--- config.mk ---
export PLATFORM = sky130hd
export DESIGN_NAME = salc_stats
export DESIGN_NICKNAME = d
export VERILOG_FILES = /design/src/hw/rtl/salc_pkg.sv /design/src/hw/rtl/salc_stats.sv
export SDC_FILE = /design/constraint.sdc
export NUM_CORES = 1
export LEC_CHECK = 0
export ABC_AREA = 1
export BUFFER_PORTS_ARGS = -buffer_cell sky130_fd_sc_hd__buf_2
export CAP_MARGIN = 15
export CORE_AREA = 2 2 170 172
export CTS_BUF_LIST = sky130_fd_sc_hd__clkbuf_4
export DETAILED_ROUTE_END_ITERATION = 10
export DIE_AREA = 0 0 172 174
export HOLD_SLACK_MARGIN = 0.1
export PLACE_DENSITY_LB_ADDON = 0.08
export SLEW_MARGIN = 20
export SYNTH_ARGS = -nofsm -noshare
export SYNTH_HDL_FRONTEND = slang
export SYNTH_SLANG_ARGS = --single-unit
--- constraint.sdc ---
create_clock -name clk -period 2.7 [get_ports clk]
set_clock_uncertainty 0.15 [all_clocks]
set_input_delay 0.405 -clock clk [delete_from_list [all_inputs] [get_ports clk]]
set_output_delay 0.405 -clock clk [all_outputs]
set_load 0.05 [all_outputs]
--- src/hw/rtl/salc_pkg.sv ---
// shared types, constants and helpers for the set-associative lru cache model
// no dependencies

package salc_pkg;

    localparam int SETS = 1024;
    localparam int WAYS = 4;
    localparam int SET_W = 10;
    localparam int WAY_W = 2;
    localparam int TAG_W = 30;
    localparam int RANK_W = 2;
    localparam int CFG_IDX_W = 2;
    localparam int CFG_DATA_W = 10;
    localparam int IN_DATA_W = 56;
    localparam int OUT_DATA_W = 248;

    localparam logic [CFG_IDX_W-1:0] REG_OFFSET_BITS = 2'd0;
    localparam logic [CFG_IDX_W-1:0] REG_INDEX_BITS = 2'd1;
    localparam logic [CFG_IDX_W-1:0] REG_MISS_PENALTY = 2'd2;

    localparam logic [1:0] DIRTY_EVICT_CYCLES = 2'd2;

    typedef struct packed {
        logic [TAG_W-1:0] tag;
        logic valid;
        logic dirty;
        logic [RANK_W-1:0] rank;
    } way_entry_t;

    typedef way_entry_t [WAYS-1:0] set_entry_t;

    typedef struct packed {
        logic is_write;
        logic [SET_W-1:0] set_idx;
        logic [TAG_W-1:0] tag;
        logic [15:0] instrs;
    } req_t;

    typedef struct packed {
        logic hit;
        logic [WAY_W-1:0] way_used;
        logic dirty_eviction;
        logic [16:0] access_cycles;
        logic is_write;
        logic [15:0] instrs;
    } res_t;

    function automatic logic [31:0] sat_add(input logic [31:0] a, input logic [31:0] b);
        logic [32:0] s;
        s = {1'b0, a} + {1'b0, b};
        return s[32] ? 32'hFFFF_FFFF : s[31:0];
    endfunction

endpackage

--- src/hw/rtl/salc_stats.sv ---
// running saturating statistics counters
// depends on salc_pkg

module salc_stats (
    input  logic            clk,
    input  logic            rst_n,
    input  logic            upd,
    input  salc_pkg::res_t  res,
    output logic [31:0]     total_hits,
    output logic [31:0]     total_misses,
    output logic [31:0]     total_dirty_evictions,
    output logic [31:0]     total_cycles,
    output logic [31:0]     total_instructions,
    output logic [31:0]     total_reads,
    output logic [31:0]     total_writes
);

    logic [31:0] hits_reg, misses_reg, devs_reg, cycles_reg, instrs_reg, reads_reg, writes_reg;

    always_ff @(posedge clk or negedge rst_n)
    begin
        if (!rst_n)
        begin
            hits_reg <= '0;
            misses_reg <= '0;
            devs_reg <= '0;
            cycles_reg <= '0;
            instrs_reg <= '0;
            reads_reg <= '0;
            writes_reg <= '0;
        end
        else if (upd)
        begin
            hits_reg <= salc_pkg::sat_add(hits_reg, {31'd0, res.hit});
            misses_reg <= salc_pkg::sat_add(misses_reg, {31'd0, !res.hit});
            devs_reg <= salc_pkg::sat_add(devs_reg, {31'd0, res.dirty_eviction});
            cycles_reg <= salc_pkg::sat_add(cycles_reg, {15'd0, res.access_cycles});
            instrs_reg <= salc_pkg::sat_add(instrs_reg, {16'd0, res.instrs});
            reads_reg <= salc_pkg::sat_add(reads_reg, {31'd0, !res.is_write});
            writes_reg <= salc_pkg::sat_add(writes_reg, {31'd0, res.is_write});
        end
    end

    assign total_hits = hits_reg;
    assign total_misses = misses_reg;
    assign total_dirty_evictions = devs_reg;
    assign total_cycles = cycles_reg;
    assign total_instructions = instrs_reg;
    assign total_reads = reads_reg;
    assign total_writes = writes_reg;

endmodule

# Word-level counts from Yosys, hierarchy flattened

Cells that the tools add are included.

Reductions and logical operators: 2
Add/sub/neg operators: 7
Mux-type cells: 7

Operators with widths:

| cell                    | count |
|---|---|
| two-way mux 32 bit      | 7 |
| adder 32 x 1 -> 33 bit  | 5 |
| adder 32 x 16 -> 33 bit | 1 |
| adder 32 x 17 -> 33 bit | 1 |
| zero test 1 bit         | 2 |

Logic and storage cells: 23
Register bits after elaboration: 224
Output and inout bits: 224
Input bits: 41

# Longest topological paths before layout

Gate-level depths: netlist of the first run.

Word-level depth: 3
Mapped depth: 14
Mapped depth without buffers: 14

# Worst setup path after synthesis of the first run

No wires, ideal clock.

Path type: reg2reg
From: register instrs_reg[0] (netlist: total_instructions[0])
To: register instrs_reg[25] (netlist: total_instructions[25])
Data required time: 2.424 ns
Library setup time: 0.126 ns
Buffers on the path: 1
Stages on the path, launching flop included: 12
Arrival time: 2.213 ns
Setup slack: 0.210 ns
Cell sequence: dfrtp_1 -> ha_1 -> fa_1 -> nand3_1 -> nand3_1 -> nand2_1 -> nand2_1 -> nand3_1 -> nand2_1 -> nand4_2 -> buf_2 -> nand3_1

Longest elaborated chain between the ends: 2

RTL lines:

| what                    | line             | RTL |
|---|---|---|
| from (decl)             | salc_stats.sv:18 | `logic [31:0] hits_reg, misses_reg, devs_reg, cycles_reg, instrs_reg, reads_reg, writes_reg;` |
| from (signal assigned)  | salc_stats.sv:38 | `instrs_reg <= salc_pkg::sat_add(instrs_reg, {16'd0, res.instrs});` |
| adder 32 x 16 -> 33 bit | salc_pkg.sv:50   | `s = {1'b0, a} + {1'b0, b};` |
| two-way mux 32 bit      | salc_pkg.sv:51   | `return s[32] ? 32'hFFFF_FFFF : s[31:0];` |

No other way between the ends.
A chain may end at the register's enable or synchronous reset.

# Final worst setup path of the first run

From: register cycles_reg[11] (netlist: total_cycles[11])
To: register cycles_reg[31] (netlist: total_cycles[31])

Longest elaborated chain between the ends: 2

RTL lines:

| what                    | line             | RTL |
|---|---|---|
| from (decl)             | salc_stats.sv:18 |  |
| from (signal assigned)  | salc_stats.sv:37 | `cycles_reg <= salc_pkg::sat_add(cycles_reg, {15'd0, res.access_cycles});` |
| adder 32 x 17 -> 33 bit | salc_pkg.sv:50   |  |
| two-way mux 32 bit      | salc_pkg.sv:51   |  |

No other way between the ends.

==> results.sh, run 1 <==
export IMPL_clk_path_buf_depth=3
export IMPL_place_worst_setup_slack_ns=0.124
export IMPL_dr_pass1_iters=8
export IMPL_grt_max_degree=72
export IMPL_holdWs_ns=0.155
export IMPL_yosys_most_used_dff="dfrtp_1"
export IMPL_worst_slack_ns=0.186
export IMPL_final_cells=3013
export IMPL_die_w_microns=172
export IMPL_cts_max_level=2
export IMPL_antenna_found_initial=2
export IMPL_fmaxAchievable_mhz=398
export IMPL_grt_use_total_pct=29.0
export IMPL_synth_cell_types=45
export IMPL_p_switching_mw=6.76
export IMPL_detail_route_iter0_violations=1155
export IMPL_r2r_start="total_cycles[11]$_DFFE_PN0P_"
export IMPL_status="complete, no violations"
export IMPL_cts_sinks=224
export IMPL_cp_required_ns=3.15
export IMPL_worstPathArrival_ns=2.96
export IMPL_period_minus_slack_ns=2.51
export IMPL_ant_nets=0
export IMPL_grt_overflow_total=0
export IMPL_clkPwrFrac_pct=21.8
export IMPL_gp_congestion=0.943
export IMPL_syn_cell_area_sq_mm=0.0152
export IMPL_r2r_cells=9
export IMPL_row_count=62
export IMPL_post_place_cells=2878
export IMPL_cts_tree="built"
export IMPL_r2r_end="total_cycles[31]$_DFFE_PN0P_"
export IMPL_power_frac_comb_pct=45.9
export IMPL_cp_end_kind="flip-flop"
export IMPL_slew_viol_final=0
export IMPL_synth_edf_count=0
export IMPL_areaGrowthSynthToFinish_pct=18.8
export IMPL_power_density_mw_per_mm2=775
export IMPL_design_area_sq_mm=0.0181
export IMPL_dp_hpwl_mm=33.2
export IMPL_worst_pin_slew_ns=0.608
export IMPL_total_power_mw=14.0
export IMPL_ys_seq_area_share_pct=36.9
export IMPL_p_sw_share_pct=48.3
export IMPL_seq_power_share_pct=32.4
export IMPL_hp_start="res[12]"
export IMPL_holdPathStages=6
export IMPL_ys_ff_latch=224
export IMPL_internal_power_mw=7.23
export IMPL_first_global_vias=14800
export IMPL_remaining_drc_errors=0
export IMPL_hold_path_endpoint="total_instructions[12]$_DFFE_PN0P_"
export IMPL_seq_area_sq_mm=0.00561
export IMPL_core_sq_mm=0.0282
export IMPL_cts_buffers=59
export IMPL_setup_viol=0
export IMPL_start_kind="flip-flop"
export IMPL_r2r_slack_ns=0.19
export IMPL_multiInputGateArea_sq_mm=0.00829
export IMPL_clk_insertion_delay_late_ns=0.73
export IMPL_ir_drop_mv=0.678
export IMPL_ios=265
export IMPL_die_y_microns=174
export IMPL_dr_total_vias=15800
export IMPL_avgRoutedWirePerCell_microns=14.5
export IMPL_cts_setup_buffers=0
export IMPL_syn_inst=2246
export IMPL_synth_nets=2332
export IMPL_dpl_instance_area_sq_mm=0.0170
export IMPL_finalHoldViolations=0
export IMPL_hold_path_class="input pin to flip-flop"
export IMPL_nets=2669
export IMPL_viasPerCell=5.24
export IMPL_max_cap_viol_count=0
export IMPL_clk_pin_slew_ns=0.07
export IMPL_synth_avg_cell_area_sq_um=6.77
export IMPL_drive_gt1_share_pct=16.9
export IMPL_dieArea_sq_mm=0.0299
export IMPL_slew_headroom_pct=59.2
export IMPL_wl_mm=43.6
export IMPL_rsz0062_at_grt="no"
export IMPL_root_buffer="clkbuf_4"
export IMPL_leakagePower_nw=9.84
export IMPL_port_buffers=262
export IMPL_worstSetupPathType="flip-flop to flip-flop"
export IMPL_synth_warnings=0
export IMPL_initial_utilization_pct=53.9
export IMPL_path_max_fanout=16
export IMPL_fin_util_pct=64.0
export IMPL_finalCritPeriodShare_pct=93.1
export IMPL_synth_async_reset_ratio_pct=100
export IMPL_nFillCells=2782
export IMPL_grt_pass1_wl_mm=70.9
export IMPL_finalSetupTns_ns=0
==> cells by family after synthesis <==
| logic type | share of synthesized area (%) |
|---|---|
| AND/OR/NAND/NOR | 42.9 |
| flip-flops | 36.9 |
| AO/OA/AOI/OAI | 3.86 |
| buffers and inverters | 8.66 |
| XOR/XNOR | 3.97 |
| adder cells (fa/ha/maj) | 3.80 |
==> how the worst max path moves through the flow <==
stage                                         end                              start  cells after the start
2_1_floorplan  total_instructions[25]$_DFFE_PN0P_  total_instructions[0]$_DFFE_PN0P_                     11
3_3_place_gp          total_cycles[0]$_DFFE_PN0P_                            res[17]                     11
3_5_place_dp         total_cycles[12]$_DFFE_PN0P_                            res[17]                     13
4_1_cts               total_writes[0]$_DFFE_PN0P_        total_writes[0]$_DFFE_PN0P_                     10
5_1_grt              total_cycles[12]$_DFFE_PN0P_        total_cycles[0]$_DFFE_PN0P_                     12
6_report             total_cycles[31]$_DFFE_PN0P_       total_cycles[11]$_DFFE_PN0P_                      9
==> cell usage after synthesis (3+ instances only) <==
| cell | n | area [sq um] |
|---|---|---|
| nor3_4 | 4 | 65.1 |
| nor3_1 | 71 | 355 |
| nand2_1 | 713 | 2680 |
| buf_2 | 8 | 40.0 |
| or2_0 | 8 | 50.1 |
| a21oi_1 | 34 | 170 |
| nor2_4 | 13 | 146 |
| nand3b_1 | 30 | 225 |
| a31oi_1 | 9 | 56.3 |
| nor4_1 | 5 | 31.3 |
| dfrtp_1 | 224 | 5610 |
| o21ai_0 | 64 | 320 |
| ha_1 | 43 | 538 |
| nand4_2 | 3 | 37.5 |
| nor2_1 | 252 | 946 |
| nor2_2 | 7 | 43.8 |
| nand3_2 | 3 | 30.0 |
| xnor2_1 | 22 | 193 |
| and3_1 | 3 | 18.8 |
| clkbuf_1 | 9 | 33.8 |
| nand2_2 | 12 | 75.1 |
| buf_1 | 7 | 26.3 |
| or2_2 | 20 | 125 |
| xor2_1 | 47 | 412 |
| nand4_1 | 50 | 313 |
| buf_6 | 5 | 56.3 |
| inv_1 | 305 | 1140 |
| nand3_1 | 250 | 1250 |
==> sequential cells by signal, indices dropped and copies added, names as in the netlist <==
register               count
total_cycles              32
total_dirty_evictions     32
total_hits                32
total_instructions        32
total_misses              32
total_reads               32
total_writes              32
==> what timing repair did <==
item                                    in CTS  in global routing
endpoints found under the setup margin       0                  1
hold buffers                                28                  0
resized for setup                            0                  1
endpoints found under the hold margin      260                  0
==> placed cells by master (no fill, tap or decap), drive strengths merged, types with 22 or more instances in the layout <==
cell type and n:
nor3 76, nor2 272, clkbuf 88, nand3b 30
nand3 254, dlygate4sd3 27, o21ai 65, nand2 727
xnor2 22, buf 278, or2 30, nand4 54
xor2 47, ha 43, a21oi 34, inv 309
dfrtp 224
==> worst max-delay path, cell delays in order, from the launching register on <==
cell and delay [ns]:
dfrtp_1 0.46, ha_1 0.40, nand2_1 0.12, nor2_1 0.26, nand2_1 0.11, nor2_1 0.11
nand2_1 0.06, nand3_1 0.15, nand3_2 0.37, nand3_1 0.23
==> routing by layer <==
layer	global-route usage, %	part of all wire (%)
met1	40.0	45
met2	45.4	45
met3	5.10	6.8
met4	11.0	3.2
met5	0	0
==> power groups by stage <==
stage / Combinational [mW] / Clock (mW) / Sequential, mW
finish: 6.42 / 3.04 / 4.53
floorplan: 2.99 / 0 / 6.22
global placement: 6.28 / 0 / 4.55
global route: 7.09 / 3.29 / 4.61
CTS: 6.42 / 3.12 / 4.51
detailed placement: 6.36 / 0 / 4.57
==> layout make-up <==
class,instances,area share [%]
clock inverter,16,0.513
inverter,308,6.43
timing repair buffer,305,9.77
multi-input combinational,1685,45.9
tap,384,2.66
antenna,3,0.0416
clock buffer,88,3.66
sequential,224,31.0
Note: power is estimated with default switching activity, not from simulation.
==> inputs of run 2 (changes only) <==
--- a/config.mk
+++ b/config.mk
@@ -18,3 +18,4 @@
 export SYNTH_ARGS = -nofsm -noshare
 export SYNTH_HDL_FRONTEND = slang
 export SYNTH_SLANG_ARGS = --single-unit
+export TNS_END_PERCENT = 1
==> constraint.sdc (replaced) <==
create_clock -name clk -period 2.7 [get_ports clk]
set_clock_uncertainty 0.15 [all_clocks]
set_input_delay 0.54 -clock clk [delete_from_list [all_inputs] [get_ports clk]]
set_output_delay 0.54 -clock clk [all_outputs]
set_load 0.05 [all_outputs]
==> run 2 against run 1 <==
Against the previous run:
- sequential share of layout area rose by 0.25 points
- critical endpoint is now total_cycles[23]$_DFFE_PN0P_
- sequential power barely moved
- utilization down 0.52 points
==> results.sh, run 2 (synthesis results as in run 1) <==
export IMPL_power_density_mw_per_mm2=777
export IMPL_areaGrowthSynthToFinish_pct=17.8
export IMPL_worstPathArrival_ns=2.99
export IMPL_path_cells="dlygate4sd3_1 -> buf_2 -> ha_1 -> fa_1 -> nand2_1 -> nand2_1 -> nand3_1 -> nand2_1 -> nand2_1 -> nand3_1 -> nand3_2 -> buf_12 -> nand3_1"
export IMPL_port_buffers=262
export IMPL_ir_drop_mv=0.793
export IMPL_dr_pass1_iters=9
export IMPL_r2r_end="total_cycles[23]$_DFFE_PN0P_"
export IMPL_leakagePower_nw=9.79
export IMPL_gp_congestion=0.923
export IMPL_viasPerCell=5.22
export IMPL_max_cap_viol_count=0
export IMPL_ant_nets=0
export IMPL_slew_viol_final=0
export IMPL_nFillCells=2733
export IMPL_seq_area_sq_mm=0.00561
export IMPL_remaining_drc_errors=0
export IMPL_cpPeakStageDelay_ns=0.57
export IMPL_seq_power_share_pct=32.6
export IMPL_nets=2658
export IMPL_first_global_vias=14800
export IMPL_multiInputGateArea_sq_mm=0.00829
export IMPL_finalSetupTns_ns=0
export IMPL_detail_route_iter0_violations=1066
export IMPL_slew_headroom_pct=58.0
export IMPL_cts_sinks=224
export IMPL_p_switching_mw=6.75
export IMPL_cp_required_ns=3.11
export IMPL_final_common_cell="nand2_1"
export IMPL_crit_top_cell="nand2_1"
export IMPL_cts_buffers=61
export IMPL_clk_pin_slew_ns=0.06
export IMPL_setup_viol=0
export IMPL_root_buffer="clkbuf_4"
export IMPL_r2r_start="total_cycles[0]$_DFFE_PN0P_"
export IMPL_clk_insertion_delay_late_ns=0.72
export IMPL_internal_power_mw=7.17
export IMPL_grt_use_total_pct=29.0
export IMPL_cts_setup_buffers=0
export IMPL_grt_busiest_layer="met2"
export IMPL_cts_tree="built"
export IMPL_drive_gt1_share_pct=17.2
export IMPL_r2r_cells=11
export IMPL_grtUsageMet1_pct=39.9
export IMPL_use_met2_pct=46.0
export IMPL_die_w_microns=172
export IMPL_holdWs_ns=0.150
export IMPL_wl_mm=43.8
export IMPL_r2r_slack_ns=0.25
export IMPL_grt_max_degree=97
export IMPL_antenna_found_initial=5
export IMPL_clk_path_buf_depth=3
export IMPL_dr_total_vias=15700
export IMPL_clkPwrFrac_pct=21.5
export IMPL_avgRoutedWirePerCell_microns=14.6
export IMPL_die_y_microns=174
export IMPL_cts_max_level=2
export IMPL_cp_end_kind="flip-flop"
export IMPL_finalHoldViolations=0
export IMPL_path_buf_inv=3
export IMPL_use_met3_pct=5.78
export IMPL_mostFrequentLayoutCells="nand2_1 (713), inv_1 (305), buf_2 (260)"
export IMPL_core_sq_mm=0.0282
export IMPL_grt_overflow_total=0
export IMPL_period_minus_slack_ns=2.58
export IMPL_worst_pin_slew_ns=0.626
export IMPL_hold_path_class="input pin to asynchronous set/reset pin"
export IMPL_finalCritPeriodShare_pct=95.5
export IMPL_p_sw_share_pct=48.5
export IMPL_worstSetupPathType="input pin to flip-flop"
export IMPL_power_frac_comb_pct=45.9
export IMPL_rsz0062_at_grt="no"
export IMPL_slowest_stage="dlygate4sd3_1"
export IMPL_initial_utilization_pct=53.9
export IMPL_path_max_fanout=14
export IMPL_dp_hpwl_mm=33.4
export IMPL_ios=265
export IMPL_row_count=62
export IMPL_status="complete, no violations"
export IMPL_fmaxAchievable_mhz=388
export IMPL_path_delay_family="simple AND/OR/NAND/NOR gates"
export IMPL_start_kind="input pin"
export IMPL_grt_pass1_wl_mm=71.1
export IMPL_dieArea_sq_mm=0.0299
==> run 2: timing repair <==
action,in CTS,in global routing
resized for setup,0,0
hold buffers,7,0
hold endpoints to repair,232,0
==> run 2: power groups by stage <==
stage / logic [mW] / clock network, mW / registers, mW
after global placement: 6.28 / 0 / 4.56
after floorplan: 2.99 / 0 / 6.22
after global routing: 7.06 / 3.28 / 4.63
final: 6.39 / 2.99 / 4.54
after CTS: 6.38 / 3.09 / 4.53
after detailed placement: 6.35 / 0 / 4.58
==> run 2: metrics by stage <==
step	setup WS (ns)	std cells	utilization [%]	cell area (sq um)	total power [mW]
2_1_floorplan	0.210	2246	-	15200	9.21
3_3_place_gp	0.0960	2886	60.5	17100	10.8
3_5_place_dp	0.0441	2886	60.5	17100	10.9
4_1_cts	0.230	2999	63.4	17900	14.0
5_1_grt	0.0160	3002	63.4	17900	15.0
6_report	0.122	3003	63.5	17900	13.9
==> run 2: final cells by class <==
class	instances	share of cell area (%)
Multi-Input combinational cell	1685	46.3
Tap cell	384	2.68
Timing Repair Buffer	292	9.09
Antenna cell	4	0.0559
Inverter	308	6.48
Clock buffer	92	3.85
Sequential cell	224	31.3
Clock inverter	14	0.300
==> run 2: worst max path at each step <==
stage,start,cells past startpoint,slack [ns],to
6_report,res[17],13,0.12,total_cycles[23]$_DFFE_PN0P_
3_5_place_dp,res[37],12,0.04,total_hits[25]$_DFFE_PN0P_
2_1_floorplan,total_instructions[0]$_DFFE_PN0P_,11,0.21,total_instructions[25]$_DFFE_PN0P_
4_1_cts,res[17],13,0.23,total_cycles[23]$_DFFE_PN0P_
5_1_grt,res[37],13,0.02,total_hits[15]$_DFFE_PN0P_
3_3_place_gp,res[17],12,0.1,total_cycles[30]$_DFFE_PN0P_
==> run 2: layer usage <==
metal  share of wire [%]  vias up
met4                 2.3        2
met2                  45      536
li1                    -     7838
met5               0.021        -
met3                 7.4       80
met1                  45     7215
