**src/hw/rtl/salc_pkg.sv**
```systemverilog
// shared types, constants and helpers for the set-associative lru cache model
// no dependencies

package salc_pkg;

    localparam int SETS = 1024;
    localparam int WAYS = 4;
    localparam int SET_W = 10;
    localparam int WAY_W = 2;
    localparam int TAG_W = 30;
    localparam int RANK_W = 2;
    localparam int CFG_IDX_W = 2;
    localparam int CFG_DATA_W = 10;
    localparam int IN_DATA_W = 56;
    localparam int OUT_DATA_W = 248;

    localparam logic [CFG_IDX_W-1:0] REG_OFFSET_BITS = 2'd0;
    localparam logic [CFG_IDX_W-1:0] REG_INDEX_BITS = 2'd1;
    localparam logic [CFG_IDX_W-1:0] REG_MISS_PENALTY = 2'd2;

    localparam logic [1:0] DIRTY_EVICT_CYCLES = 2'd2;

    typedef struct packed {
        logic [TAG_W-1:0] tag;
        logic valid;
        logic dirty;
        logic [RANK_W-1:0] rank;
    } way_entry_t;

    typedef way_entry_t [WAYS-1:0] set_entry_t;

    typedef struct packed {
        logic is_write;
        logic [SET_W-1:0] set_idx;
        logic [TAG_W-1:0] tag;
        logic [15:0] instrs;
    } req_t;

    typedef struct packed {
        logic hit;
        logic [WAY_W-1:0] way_used;
        logic dirty_eviction;
        logic [16:0] access_cycles;
        logic is_write;
        logic [15:0] instrs;
    } res_t;

    function automatic logic [31:0] sat_add(input logic [31:0] a, input logic [31:0] b);
        logic [32:0] s;
        s = {1'b0, a} + {1'b0, b};
        return s[32] ? 32'hFFFF_FFFF : s[31:0];
    endfunction

endpackage

```
**src/hw/rtl/salc_lookup.sv**
```systemverilog
// hit detection, victim choice and lru update for one set
// depends on salc_pkg

module salc_lookup (
    input  salc_pkg::req_t     req,
    input  salc_pkg::set_entry_t set_in,
    input  logic [9:0]         miss_penalty,
    output salc_pkg::set_entry_t set_out,
    output salc_pkg::res_t     res
);

    logic hit;
    logic found_inv;
    logic [salc_pkg::WAY_W-1:0] hit_way;
    logic [salc_pkg::WAY_W-1:0] inv_way;
    logic [salc_pkg::WAY_W-1:0] lru_way;
    logic [salc_pkg::WAY_W-1:0] way;
    logic [salc_pkg::RANK_W-1:0] best;
    logic [salc_pkg::RANK_W:0] old_rank;
    logic dev;
    logic [16:0] cyc;

    always_comb
    begin
        hit = 1'b0;
        hit_way = '0;
        found_inv = 1'b0;
        inv_way = '0;
        best = '0;
        lru_way = '0;
        for (int i = salc_pkg::WAYS - 1; i >= 0; i--)
        begin
            if (set_in[i].valid && set_in[i].tag == req.tag)
            begin
                hit = 1'b1;
                hit_way = salc_pkg::WAY_W'(i);
            end
            if (!set_in[i].valid)
            begin
                found_inv = 1'b1;
                inv_way = salc_pkg::WAY_W'(i);
            end
        end
        for (int i = 0; i < salc_pkg::WAYS; i++)
        begin
            if (set_in[i].rank >= best)
            begin
                best = set_in[i].rank;
                lru_way = salc_pkg::WAY_W'(i);
            end
        end
        way = hit ? hit_way : (found_inv ? inv_way : lru_way);
        dev = !hit && !found_inv && set_in[lru_way].dirty;
        cyc = {1'b0, req.instrs};
        if (!hit)
            cyc = cyc + 17'(miss_penalty);
        if (dev)
            cyc = cyc + 17'(salc_pkg::DIRTY_EVICT_CYCLES);
        old_rank = set_in[way].valid ? {1'b0, set_in[way].rank}
                                     : (salc_pkg::RANK_W+1)'(salc_pkg::WAYS);
        set_out = set_in;
        for (int i = 0; i < salc_pkg::WAYS; i++)
        begin
            if (salc_pkg::WAY_W'(i) != way && set_in[i].valid
                && {1'b0, set_in[i].rank} < old_rank)
                set_out[i].rank = set_in[i].rank + 1'b1;
        end
        set_out[way].rank = '0;
        if (hit)
        begin
            if (req.is_write)
                set_out[way].dirty = 1'b1;
        end
        else
        begin
            set_out[way].tag = req.tag;
            set_out[way].valid = 1'b1;
            set_out[way].dirty = req.is_write;
        end
        res.hit = hit;
        res.way_used = way;
        res.dirty_eviction = dev;
        res.access_cycles = cyc;
        res.is_write = req.is_write;
        res.instrs = req.instrs;
    end

endmodule

```
**config.mk**
```make
export PLATFORM = sky130hd
export DESIGN_NAME = salc_lookup
export DESIGN_NICKNAME = d
export VERILOG_FILES = /design/src/hw/rtl/salc_pkg.sv /design/src/hw/rtl/salc_lookup.sv
export SDC_FILE = /design/constraint.sdc
export NUM_CORES = 1
export LEC_CHECK = 0
export ABC_AREA = 1
export BUFFER_PORTS_ARGS = -buffer_cell sky130_fd_sc_hd__buf_2
export CORE_AREA = 5 5 143 145
export DETAILED_ROUTE_END_ITERATION = 10
export DIE_AREA = 0 0 148 150
export PLACE_DENSITY = 0.74
export SETUP_SLACK_MARGIN = 0.3
export SYNTH_ARGS = -nofsm -noshare
export SYNTH_HDL_FRONTEND = slang
export SYNTH_SLANG_ARGS = --single-unit
```
**constraint.sdc**
```tcl
create_clock -name vclk -period 12.9
set_input_delay 1.29 -clock vclk [all_inputs]
set_output_delay 1.29 -clock vclk [all_outputs]
set_load 0.01 [all_outputs]
```
Word-level counts from Yosys, hierarchy flattened. Cells that the tools add are included.

Register bits after elaboration: 0. Bits of input ports: 203. Output and inout port bits: 174. Word-level logic and storage cells: 92.

Add/subtract/negate cells: 6. Magnitude comparators: 11. Equal/unequal tests: 7. Mux-type cells: 50. Reductions and logical operators: 18.

Operators by type and width (number): bitwise mux 136 bit (5); demux 34 bit (select 2 bit) (4); two-way mux 136 bit (2); binary-select mux 34 bit (select 2 bit) (2); == test 30 bit (4); two-way mux 2 bit (20); two-way mux 17 bit (2); two-way mux 34 bit (1); adder 16 x 10 -> 17 bit (1); adder 17 x 2 -> 17 bit, second input constant (1); logical AND 1 bit (15); < comparator 2 x 3 -> 1 bit (4); two-way mux 1 bit (9); two-way mux 3 bit (3); adder 2 x 1 -> 2 bit, second input constant (4); two-way mux 4 bit (2); greater-or-equal comparator 2 bit (3); < comparator 2 x 3 -> 1 bit, second input constant (2); greater-or-equal comparator 2 x 1 -> 1 bit, second input constant (2); != test 2 bit, first input constant (2); zero test 1 bit (2); != test 1 x 2 -> 1 bit, first input constant (1); nonzero test 2 bit (1).

Depth between registers and ports, before layout. Gate-level depths: netlist of run 1.

Word-level depth: 21. Depth in mapped cells: 36. Mapped depth without buffers: 36.

Least setup slack after synthesis of run 1. OpenSTA, ideal clock, no wires.

Path kind: input to output. Start point: input port set_in[34] (netlist bit). End point: output port set_out[1] (netlist bit). Arrival time: 5110 ps. Required time: 11610 ps. Path slack: 6500 ps. Stages: 34. Path buffers: 0. Cells stage by stage: inv_1 > ha_1 > nor2_1 > o21bai_1 > o21ai_0 > ha_1 > inv_1 > a21oi_1 > nor2_1 > nand2_1 > o21ai_0 > ha_1 > inv_1 > nand2_1 > a21oi_1 > nand2_1 > o21ai_0 > nand3_1 > nand2_2 > inv_2 > nor2_1 > nand2_1 > nand2_1 > nor2_4 > nor2_1 > o221ai_1 > ha_1 > inv_1 > nor2_1 > nand2_1 > nand3_1 > nand2_1 > inv_1 > nor2_1.

RTL lines: start: declaration (RTL line salc_lookup.sv:6) `input salc_pkg::set_entry_t set_in,`; end: declaration (RTL line salc_lookup.sv:8) `output salc_pkg::set_entry_t set_out,`.

==> results of run 1 <==
-- worst max path at each step --
stage / startpoint / to / slack, ps / cells past startpoint
after global placement: set_in[34] / set_out[103] / 5790 / 36
after detailed placement: set_in[34] / set_out[1] / 5670 / 36
final: set_in[34] / set_out[1] / 5600 / 36
after CTS: set_in[34] / set_out[1] / 5660 / 36
after floorplan: set_in[34] / set_out[1] / 6500 / 34
after global routing: set_in[34] / set_out[1] / 5040 / 37
-- cell type report --
class / count / area, sq um / area share [%]
Inverter: 250 / 943.4 / 10.40
Timing Repair Buffer: 370 / 1859 / 20.50
Multi-Input combinational cell: 1291 / 5968 / 65.81
Tap cell: 238 / 297.8 / 3.284
-- layer usage --
layer	up-vias	wire, um
met5	-	0
met4	0	2644
met3	171	4881
met2	779	19130
met1	5163	17100
li1	5536	-
-- power by group through the flow --
stage / Clock [W] / Sequential, W / Combinational [W]
floorplan: 0 / 0 / 0.000243
finish: 0 / 0 / 0.000415
CTS: 0 / 0 / 0.000405
detailed placement: 0 / 0 / 0.000403
global route: 0 / 0 / 0.000452
global placement: 0 / 0 / 0.000400
-- logic make-up (layout without fill, tap and decap cells) --
family	Yosys count	after routing	share of synthesized area [%]
and+or+nand+nor	1046	1046	58.62
buffers and inverters	322	620	19.12
adders and majority gates	24	24	4.180
xor gates and xnor gates	45	45	5.557
AOI/OAI and AO/OA	176	176	12.52
-- cell usage in the layout (no fill, tap or decap), types with 22 or more instances in the layout --
cell type	n
nand2_1	690
buf_2	367
inv_1	216
nor2_1	184
o21ai_0	125
nand3_1	68
nand4_1	35
inv_2	33
xor2_1	23
ha_1	23
a21oi_1	22
-- per-stage QoR --
| stage | setup slack [ps] | cells | hold slack (ps) | cell area [sq um] | total power [W] |
|---|---|---|---|---|---|
| 2_1_floorplan | 6500 | 1613 | 2672 | 7363 | 0.0002433 |
| 3_3_place_gp | 5785 | 2149 | 2785 | 9069 | 0.0004003 |
| 3_5_place_dp | 5674 | 2149 | 2782 | 9069 | 0.0004033 |
| 4_1_cts | 5658 | 2149 | 2784 | 9069 | 0.0004050 |
| 5_1_grt | 5043 | 2149 | 2797 | 9069 | 0.0004524 |
| 6_report | 5600 | 2149 | 2782 | 9069 | 0.0004146 |
-- worst max-delay path, delay by kind of cell --
family	cells	cell delay [ps]
simple gates	17	1800
compound gates	7	1090
fa+ha+maj	4	1160
buf+inv	8	630
==> impl_metrics.prom, run 1 <==
# TYPE chip_impl_metric gauge
chip_impl_metric{name="netlist.area_leader.share",unit="%"} 35.17
chip_impl_metric{name="wire_length_of_the_first_global_routing_pass",unit="um"} 62880
chip_impl_metric{name="route.final.wire_length",unit="um"} 43760
chip_impl_metric{name="clock_buffer_count",unit=""} 0
chip_impl_metric{name="drt_pre_antenna_iters",unit=""} 7
chip_impl_metric{name="met3_usage",unit="%"} 5.603
chip_impl_metric{name="dieArea",unit="sq um"} 22200
chip_impl_info{name="slowest_stage",value="ha_1"} 1
chip_impl_info{name="crit_type",value="in2out"} 1
chip_impl_info{name="start_kind",value="input pin"} 1
chip_impl_info{name="critical_path.endpoint_type",value="output pin"} 1
chip_impl_metric{name="grt_antenna_before_repair",unit=""} 0
chip_impl_metric{name="remaining_drc_errors",unit=""} 0
chip_impl_metric{name="worstMarginPinSlew",unit="ps"} 1282
chip_impl_metric{name="period_needed",unit="ps"} 7300
chip_impl_metric{name="seqPwrFrac",unit="%"} 0
chip_impl_metric{name="crit_arrival",unit="ps"} 6010
chip_impl_metric{name="intPower",unit="W"} 0.0001355
chip_impl_metric{name="hpwl",unit="um"} 36690
chip_impl_metric{name="grt_start_max_net_pins",unit=""} 63
chip_impl_metric{name="track_usage",unit="%"} 37.12
chip_impl_metric{name="netSwitchingPower",unit="W"} 0.0002791
chip_impl_metric{name="seq_cells",unit=""} 0
chip_impl_metric{name="avgRoutedWirePerCell",unit="um"} 20.36
chip_impl_metric{name="crit_path_max_incr_delay",unit="ps"} 360
chip_impl_info{name="synth_most_common_cell",value="nand2_1"} 1
chip_impl_metric{name="gp_congestion",unit=""} 1.063
chip_impl_metric{name="ys.warnings.count",unit=""} 0
chip_impl_metric{name="synth_cell_type_count",unit=""} 44
chip_impl_metric{name="syn_area",unit="sq um"} 7363
chip_impl_metric{name="avgSynthCellArea",unit="sq um"} 4.565
chip_impl_metric{name="area_growth",unit="%"} 23.16
chip_impl_metric{name="netSwitchingFraction",unit="%"} 67.31
chip_impl_info{name="worst_hold_path.endpoint",value="res[16]"} 1
chip_impl_info{name="min-delay-path-class",value="in2out"} 1
chip_impl_metric{name="min_path_cells",unit=""} 2
chip_impl_metric{name="count_of_boundary_i_o_pins",unit=""} 377
chip_impl_metric{name="worst_slew_margin_rel",unit="%"} 14.33
chip_impl_metric{name="maxCapViolCount",unit=""} 0
chip_impl_metric{name="fmaxAchievable",unit="MHz"} 137.0
chip_impl_metric{name="mappedNetlistNets",unit=""} 1840
chip_impl_metric{name="layout.filler_cells",unit=""} 2252
chip_impl_metric{name="timing.critical_path.required",unit="ps"} 11610
chip_impl_metric{name="power.clock.fraction",unit="%"} 0
chip_impl_metric{name="report.final.slew_viol_count",unit=""} 0
chip_impl_metric{name="grt.overflow.total",unit=""} 0
chip_impl_metric{name="placementRows",unit=""} 51
chip_impl_metric{name="period_share",unit="%"} 56.59
chip_impl_info{name="timing.hold.worst.start",value="req[56]"} 1
chip_impl_info{name="crit_top_cell",value="nand2_1"} 1
chip_impl_metric{name="vdd_drop_max",unit="V"} 0.00002388
chip_impl_metric{name="diodes",unit=""} 0
chip_impl_metric{name="grt_pass1_vias",unit=""} 10668
chip_impl_metric{name="ff_latch_area",unit="sq um"} 0
chip_impl_metric{name="setup_viol",unit=""} 0
chip_impl_metric{name="die_width",unit="um"} 148
chip_impl_metric{name="p_leak",unit="nW"} 5.733
chip_impl_info{name="synth.area.top_cells",value="nand2_1 (35%), inv_1 (11%), nor2_1 (9.4%), o21ai_0 (8.5%), nand3_1 (4.6%)"} 1
chip_impl_metric{name="power.combinational.fraction",unit="%"} 100.0
chip_impl_metric{name="antenna_violating_nets_post_route",unit=""} 0
chip_impl_metric{name="cp_max_fanout",unit=""} 8
chip_impl_metric{name="postLayoutCoreUtil",unit="%"} 47.53
chip_impl_info{name="grt_setup_unrepaired",value="false"} 1
chip_impl_info{name="synth_common_cells",value="nand2_1 (690), inv_1 (216), nor2_1 (185)"} 1
chip_impl_metric{name="initialDrtViolationCount",unit=""} 1299
chip_impl_metric{name="grt_util_met2",unit="%"} 60.74
chip_impl_metric{name="floorplan.initialDensity",unit="%"} 38.59
chip_impl_metric{name="post_drt_via_cell_ratio",unit=""} 5.421
chip_impl_metric{name="sequential_to_total_area_share_from_yosys_stat",unit="%"} 0
chip_impl_metric{name="detailroute.via_count",unit=""} 11649
chip_impl_metric{name="cts_setup_buffers",unit=""} 0
chip_impl_metric{name="numPortBuffers",unit=""} 367
chip_impl_metric{name="layout-drive-gt1-share",unit="%"} 23.18
chip_impl_metric{name="finalHoldViolations",unit=""} 0
chip_impl_metric{name="power_density",unit="nW/um^2"} 45.72
chip_impl_metric{name="setup_total_negative_slack",unit="ps"} 0
chip_impl_metric{name="num-nets-final",unit=""} 2140
chip_impl_metric{name="cts_hold_buffers",unit=""} 0
chip_impl_info{name="synth_area_leader_cell",value="nand2_1"} 1
chip_impl_info{name="run_status",value="completed"} 1
chip_impl_info{name="globalRoute.busiestLayer",value="met2"} 1
chip_impl_metric{name="die_h",unit="um"} 150
chip_impl_metric{name="postSynthCellCount",unit=""} 1613
chip_impl_metric{name="gr_util_met1",unit="%"} 47.95
chip_impl_metric{name="post_cts.resized_instances",unit=""} 0
chip_impl_metric{name="core_region_area",unit="sq um"} 19080
(Power assumes the default switching activity.)
==> inputs of run 2 (changes only) <==
--- a/config.mk
+++ b/config.mk
@@ -7,10 +7,10 @@
 export LEC_CHECK = 0
 export ABC_AREA = 1
 export BUFFER_PORTS_ARGS = -buffer_cell sky130_fd_sc_hd__buf_2
-export CORE_AREA = 5 5 143 145
+export CORE_AREA = 5 5 144 146
 export DETAILED_ROUTE_END_ITERATION = 10
-export DIE_AREA = 0 0 148 150
-export PLACE_DENSITY = 0.74
+export DIE_AREA = 0 0 149 151
+export PLACE_DENSITY = 0.73
 export SETUP_SLACK_MARGIN = 0.3
 export SYNTH_ARGS = -nofsm -noshare
 export SYNTH_HDL_FRONTEND = slang
==> constraint.sdc (replaced) <==
create_clock -name vclk -period 7.65
set_input_delay 0.765 -clock vclk [all_inputs]
set_output_delay 0.765 -clock vclk [all_outputs]
set_load 0.01 [all_outputs]
==> run 2 against run 1 <==
Effect of this change: via count down 1.1%; non-clock buffer count up 1; worst hold slack worse by 1000 ps; highest routed layer is now met5.
==> impl_metrics.prom, run 2 (synthesis gave the netlist of run 1 again) <==
# TYPE chip_impl_metric gauge
chip_impl_info{name="worstSetupEndpoint",value="set_out[35]"} 1
chip_impl_metric{name="grt_antenna_before_repair",unit=""} 2
chip_impl_metric{name="p_leak",unit="nW"} 5.739
chip_impl_metric{name="initialDrtViolationCount",unit=""} 1155
chip_impl_metric{name="placementRows",unit=""} 51
chip_impl_metric{name="setup_ws",unit="ps"} 1333
chip_impl_metric{name="clock_buffer_count",unit=""} 0
chip_impl_metric{name="report.final.slew_viol_count",unit=""} 0
chip_impl_info{name="critical_path.endpoint_type",value="output pin"} 1
chip_impl_metric{name="gp_congestion",unit=""} 1.072
chip_impl_metric{name="numPortBuffers",unit=""} 367
chip_impl_metric{name="worstMarginPinSlew",unit="ps"} 760.1
chip_impl_metric{name="netSwitchingFraction",unit="%"} 67.31
chip_impl_metric{name="finalHoldViolations",unit=""} 0
chip_impl_metric{name="period_share",unit="%"} 82.58
chip_impl_metric{name="intPower",unit="W"} 0.0002287
chip_impl_metric{name="num-nets-final",unit=""} 2141
chip_impl_metric{name="detailroute.via_count",unit=""} 11516
chip_impl_info{name="layout_commonest_cell",value="nand2_1"} 1
chip_impl_metric{name="cts_hold_buffers",unit=""} 0
chip_impl_metric{name="post_drt_via_cell_ratio",unit=""} 5.287
chip_impl_metric{name="route.final.wire_length",unit="um"} 44680
chip_impl_metric{name="ff_latch_area",unit="sq um"} 0
chip_impl_metric{name="postLayoutCoreUtil",unit="%"} 47.29
chip_impl_metric{name="die_width",unit="um"} 149
chip_impl_info{name="min-delay-path-class",value="in2out"} 1
chip_impl_metric{name="hpwl",unit="um"} 37980
chip_impl_metric{name="seq_cells",unit=""} 0
chip_impl_metric{name="netSwitchingPower",unit="W"} 0.0004709
chip_impl_metric{name="fmaxAchievable",unit="MHz"} 158.3
chip_impl_metric{name="cts_setup_buffers",unit=""} 0
chip_impl_info{name="start_kind",value="input pin"} 1
chip_impl_metric{name="cp_max_fanout",unit=""} 8
chip_impl_metric{name="power_density",unit="nW/um^2"} 76.77
chip_impl_metric{name="crit_arrival",unit="ps"} 5550
chip_impl_metric{name="antenna_violating_nets_post_route",unit=""} 0
chip_impl_metric{name="post_cts.resized_instances",unit=""} 0
chip_impl_metric{name="power.clock.fraction",unit="%"} 0
chip_impl_metric{name="crit_path_max_incr_delay",unit="ps"} 280
chip_impl_metric{name="setup_total_negative_slack",unit="ps"} 0
chip_impl_metric{name="layout.filler_cells",unit=""} 2265
chip_impl_info{name="grt_setup_unrepaired",value="false"} 1
chip_impl_metric{name="remaining_drc_errors",unit=""} 0
chip_impl_metric{name="vdd_drop_max",unit="V"} 0.00004508
chip_impl_info{name="slowest_stage",value="ha_1"} 1
chip_impl_info{name="launching_element_of_the_worst_setup_path",value="set_in[34]"} 1
chip_impl_metric{name="power.combinational.fraction",unit="%"} 100.0
chip_impl_metric{name="count_of_boundary_i_o_pins",unit=""} 377
chip_impl_metric{name="pre_cts_slack",unit="ps"} 1449
chip_impl_metric{name="maxCapViolCount",unit=""} 0
chip_impl_metric{name="wire_length_of_the_first_global_routing_pass",unit="um"} 63310
chip_impl_metric{name="grt.overflow.total",unit=""} 0
chip_impl_metric{name="track_usage",unit="%"} 37.48
chip_impl_metric{name="worst_slew_margin_rel",unit="%"} 48.79
chip_impl_metric{name="setup_viol",unit=""} 0
chip_impl_metric{name="grt_pass1_vias",unit=""} 10450
chip_impl_metric{name="avgRoutedWirePerCell",unit="um"} 20.51
chip_impl_metric{name="dieArea",unit="sq um"} 22500
chip_impl_metric{name="area_growth",unit="%"} 23.76
chip_impl_info{name="run_status",value="completed"} 1
chip_impl_info{name="crit_top_cell",value="nor2_1"} 1
chip_impl_metric{name="floorplan.initialDensity",unit="%"} 38.21
chip_impl_metric{name="layout-drive-gt1-share",unit="%"} 23.22
chip_impl_metric{name="hold_ws",unit="ps"} 1750
chip_impl_metric{name="timing.critical_path.required",unit="ps"} 6880
chip_impl_info{name="most-common-layout-cells",value="nand2_1 (690), buf_2 (367), inv_1 (216)"} 1
chip_impl_metric{name="core_region_area",unit="sq um"} 19270
chip_impl_metric{name="grt_start_max_net_pins",unit=""} 61
chip_impl_metric{name="seqPwrFrac",unit="%"} 0
chip_impl_info{name="crit_type",value="in2out"} 1
chip_impl_metric{name="die_h",unit="um"} 151
chip_impl_metric{name="min_path_cells",unit=""} 2
chip_impl_metric{name="drt_pre_antenna_iters",unit=""} 7
chip_impl_metric{name="period_needed",unit="ps"} 6317
run 2: cell types whose count changed in the layout (fill, tap and decap cells not counted), sizes merged:
cell and delta:
buf +1, diode +1
run 2: final cells by class:
| cell class | count | area (sq um) | share of cell area [%] |
|---|---|---|---|
| multi-input combinational | 1291 | 5968 | 65.49 |
| timing repair buffer | 371 | 1867 | 20.49 |
| inverter | 250 | 943.4 | 10.35 |
| tap | 265 | 331.6 | 3.639 |
| antenna | 1 | 2.502 | 0.02746 |
run 2: worst min path at each step:
stage	start	endpoint	slack (ps)
after floorplan	req[0]	res[0]	1620
after global placement	req[56]	res[16]	1750
after detailed placement	req[0]	res[0]	1750
after CTS	req[56]	res[16]	1750
after global routing	req[56]	res[16]	1760
final	req[0]	res[0]	1750
run 2: metal layers:
metal	vias up	share of wire, %	GRT usage (%)
met1	5147	39	48.39
met3	145	9.9	5.057
met2	683	44	61.42
met4	2	6.3	18.54
met5	-	0.027	0
li1	5539	-	-
run 2: metrics by stage:
stage	power [W]	std cells	area, sq um
3_5_place_dp	0.0006844	2177	9110
5_1_grt	0.0007639	2178	9112
3_3_place_gp	0.0006817	2177	9110
4_1_cts	0.0006872	2177	9110
2_1_floorplan	0.0004103	1613	7363
6_report	0.0006995	2178	9112
run 2: worst max-delay path: cells and delay by family:
kind,cells,cell delay [ps]
AOI/OAI and AO/OA,7,1140
and+or+nand+nor,17,1940
buffers and inverters,8,620
adders and majority gates,4,1060
run 2: power groups by stage:
stage	combinational [W]	sequential, W	clock (W)
2_1_floorplan	0.000410	0	0
3_3_place_gp	0.000682	0	0
3_5_place_dp	0.000684	0	0
4_1_cts	0.000687	0	0
5_1_grt	0.000764	0	0.0000000000175
6_report	0.000700	0	0.0000000000175
==> inputs of run 3 (changes only) <==
--- a/config.mk
+++ b/config.mk
@@ -10,7 +10,7 @@
 export CORE_AREA = 5 5 144 146
 export DETAILED_ROUTE_END_ITERATION = 10
 export DIE_AREA = 0 0 149 151
-export PLACE_DENSITY = 0.73
+export PLACE_DENSITY = 0.76
 export SETUP_SLACK_MARGIN = 0.3
 export SYNTH_ARGS = -nofsm -noshare
 export SYNTH_HDL_FRONTEND = slang
==> constraint.sdc (replaced) <==
create_clock -name vclk -period 5.35
set_input_delay 0.535 -clock vclk [all_inputs]
set_output_delay 0.535 -clock vclk [all_outputs]
set_load 0.01 [all_outputs]
==> run 3 against run 2 <==
Effect of this change: sequential cell count unchanged; utilization is 2.7 points higher; worst hold slack got worse by 460 ps; final cell count increased by 1.7%; critical path depth unchanged; die area is the same; cell area increased by 5.7%; global-route usage grew 0.21 points; largest power group unchanged; highest routed layer is now met4.
==> impl_metrics.prom, run 3 (synthesis gave the netlist of run 1 again) <==
# TYPE chip_impl_metric gauge
chip_impl_metric{name="layout.filler_cells",unit=""} 2246
chip_impl_metric{name="detailroute.via_count",unit=""} 11937
chip_impl_info{name="run_status",value="completed"} 1
chip_impl_metric{name="grt_start_max_net_pins",unit=""} 59
chip_impl_metric{name="seqPwrFrac",unit="%"} 0
chip_impl_metric{name="setup_viol",unit=""} 0
chip_impl_metric{name="dpl-instance-area",unit="sq um"} 9213
chip_impl_metric{name="worstMarginPinSlew",unit="ps"} 590.8
chip_impl_metric{name="finalInstanceArea",unit="sq um"} 9629
chip_impl_metric{name="die_width",unit="um"} 149
chip_impl_metric{name="crit_path_max_incr_delay",unit="ps"} 320
chip_impl_info{name="critical_path.endpoint_type",value="output pin"} 1
chip_impl_metric{name="hpwl",unit="um"} 37520
chip_impl_metric{name="period_share",unit="%"} 96.36
chip_impl_metric{name="power.clock.fraction",unit="%"} 0
chip_impl_metric{name="num-nets-final",unit=""} 2175
chip_impl_metric{name="placed_cells",unit=""} 2189
chip_impl_metric{name="p_leak",unit="nW"} 5.947
chip_impl_info{name="layout_commonest_cell",value="nand2_1"} 1
chip_impl_metric{name="wire_length_of_the_first_global_routing_pass",unit="um"} 64090
chip_impl_metric{name="power.combinational.fraction",unit="%"} 100.0
chip_impl_metric{name="drt_pre_antenna_iters",unit=""} 6
chip_impl_metric{name="core_region_area",unit="sq um"} 19270
chip_impl_metric{name="seq_cells",unit=""} 0
chip_impl_metric{name="placementRows",unit=""} 51
chip_impl_metric{name="worst_slew_margin_rel",unit="%"} 60.52
chip_impl_metric{name="finish.cell_count_without_fillers",unit=""} 2215
chip_impl_metric{name="min_path_cells",unit=""} 2
chip_impl_metric{name="antenna_violating_nets_post_route",unit=""} 0
chip_impl_metric{name="area_growth",unit="%"} 30.77
chip_impl_info{name="slowest_stage",value="ha_1"} 1
chip_impl_metric{name="grt_pass1_vias",unit=""} 10640
chip_impl_metric{name="vdd_drop_max",unit="V"} 0.00005664
chip_impl_info{name="crit_top_cell",value="nand2_1"} 1
chip_impl_metric{name="intPower",unit="W"} 0.0003642
chip_impl_info{name="timing.critical_path.max_delay_family",value="simple AND/OR/NAND/NOR gates"} 1
chip_impl_metric{name="timing.critical_path.required",unit="ps"} 4820
chip_impl_metric{name="ff_latch_area",unit="sq um"} 0
chip_impl_metric{name="netSwitchingFraction",unit="%"} 66.05
chip_impl_metric{name="netSwitchingPower",unit="W"} 0.0007086
chip_impl_info{name="min-delay-path-class",value="in2out"} 1
chip_impl_metric{name="remaining_drc_errors",unit=""} 0
chip_impl_metric{name="number_of_buffer_and_inverter_stages_on_the_critical_path",unit=""} 8
chip_impl_metric{name="route.final.wire_length",unit="um"} 46020
chip_impl_metric{name="grt.overflow.total",unit=""} 0
chip_impl_metric{name="numPortBuffers",unit=""} 367
chip_impl_metric{name="power_density",unit="nW/um^2"} 111.4
chip_impl_metric{name="report.final.slew_viol_count",unit=""} 0
chip_impl_metric{name="avgRoutedWirePerCell",unit="um"} 20.78
chip_impl_metric{name="cp_max_fanout",unit=""} 6
chip_impl_metric{name="grt_antenna_before_repair",unit=""} 3
chip_impl_metric{name="finalHoldViolations",unit=""} 0
chip_impl_info{name="start_kind",value="input pin"} 1
chip_impl_metric{name="count_of_boundary_i_o_pins",unit=""} 377
chip_impl_metric{name="post_drt_via_cell_ratio",unit=""} 5.389
chip_impl_metric{name="die_h",unit="um"} 151
chip_impl_metric{name="track_usage",unit="%"} 37.68
chip_impl_metric{name="dieArea",unit="sq um"} 22500
chip_impl_info{name="most-common-layout-cells",value="nand2_1 (684), buf_2 (364), inv_1 (213)"} 1
chip_impl_metric{name="maxCapViolCount",unit=""} 0
chip_impl_metric{name="fmaxAchievable",unit="MHz"} 194.0
chip_impl_metric{name="gp_congestion",unit=""} 1.046
chip_impl_metric{name="floorplan.initialDensity",unit="%"} 38.21
chip_impl_info{name="crit_type",value="in2out"} 1
chip_impl_metric{name="initialDrtViolationCount",unit=""} 1247
chip_impl_metric{name="period_needed",unit="ps"} 5155
chip_impl_info{name="grt_setup_unrepaired",value="true"} 1
chip_impl_metric{name="crit_arrival",unit="ps"} 4620
chip_impl_metric{name="worstSetupPathDepth",unit=""} 36
chip_impl_metric{name="layout-drive-gt1-share",unit="%"} 26.31
chip_impl_metric{name="clock_buffer_count",unit=""} 0
==> run 3: cell count changes in the layout (fill, tap and decap cells not counted), sizes merged <==
cell   previous run  this run
diode             1         4
buf             371       405
==> run 3: layout make-up <==
class                           instances  area (sq um)  area share (%)
Antenna cell                            4         10.01          0.1040
Tap cell                              265         331.6           3.443
Inverter                              250         953.4           9.901
Multi-Input combinational cell       1291          6168           64.06
Timing Repair Buffer                  405          2166           22.49
==> run 3: worst paths after layout <==
| kind | start | end |
|---|---|---|
| setup / recovery | set_in[35] | set_out[1] |
| hold / removal | req[0] | res[0] |
==> run 3: per-stage QoR <==
stage / power, W / worst slack (ps) / util [%] / setup TNS, ps / hold slack [ps]
floorplan: 0.0005867 / 460.3 / - / 0 / 1162
global placement: 0.0009807 / 109.0 / 47.81 / 0 / 1288
detailed placement: 0.0009876 / -194.8 / 47.81 / -1323 / 1289
CTS: 0.001010 / 283.4 / 48.45 / 0 / 1290
global route: 0.001155 / -112.6 / 49.95 / -480.8 / 1300
finish: 0.001073 / 194.7 / 49.97 / 0 / 1291
==> run 3: power by group through the flow <==
stage | clock [W] | combinational, W | sequential, W
after floorplan | 0 | 0.000587 | 0
after CTS | 0 | 0.00101 | 0
after detailed placement | 0 | 0.000988 | 0
after global routing | 0.0000000000751 | 0.00116 | 0
after global placement | 0 | 0.000981 | 0
final | 0.000000000100 | 0.00107 | 0
==> run 3: timing repair <==
| action | CTS | global route |
|---|---|---|
| setup buffers | 9 | 13 |
| setup endpoints to repair | 11 | 75 |
| endpoints found under the hold margin | 0 | 0 |
| hold buffers | 0 | 0 |
| resized for setup | 20 | 41 |
| pin swaps | 21 | 40 |
==> run 3: metal layers <==
layer	track usage, %	vias up	share of wire [%]
met5	0	-	0
met4	22.15	0	7.1
met3	7.361	185	12
met2	60.49	818	44
met1	46.91	5322	37
li1	-	5612	-
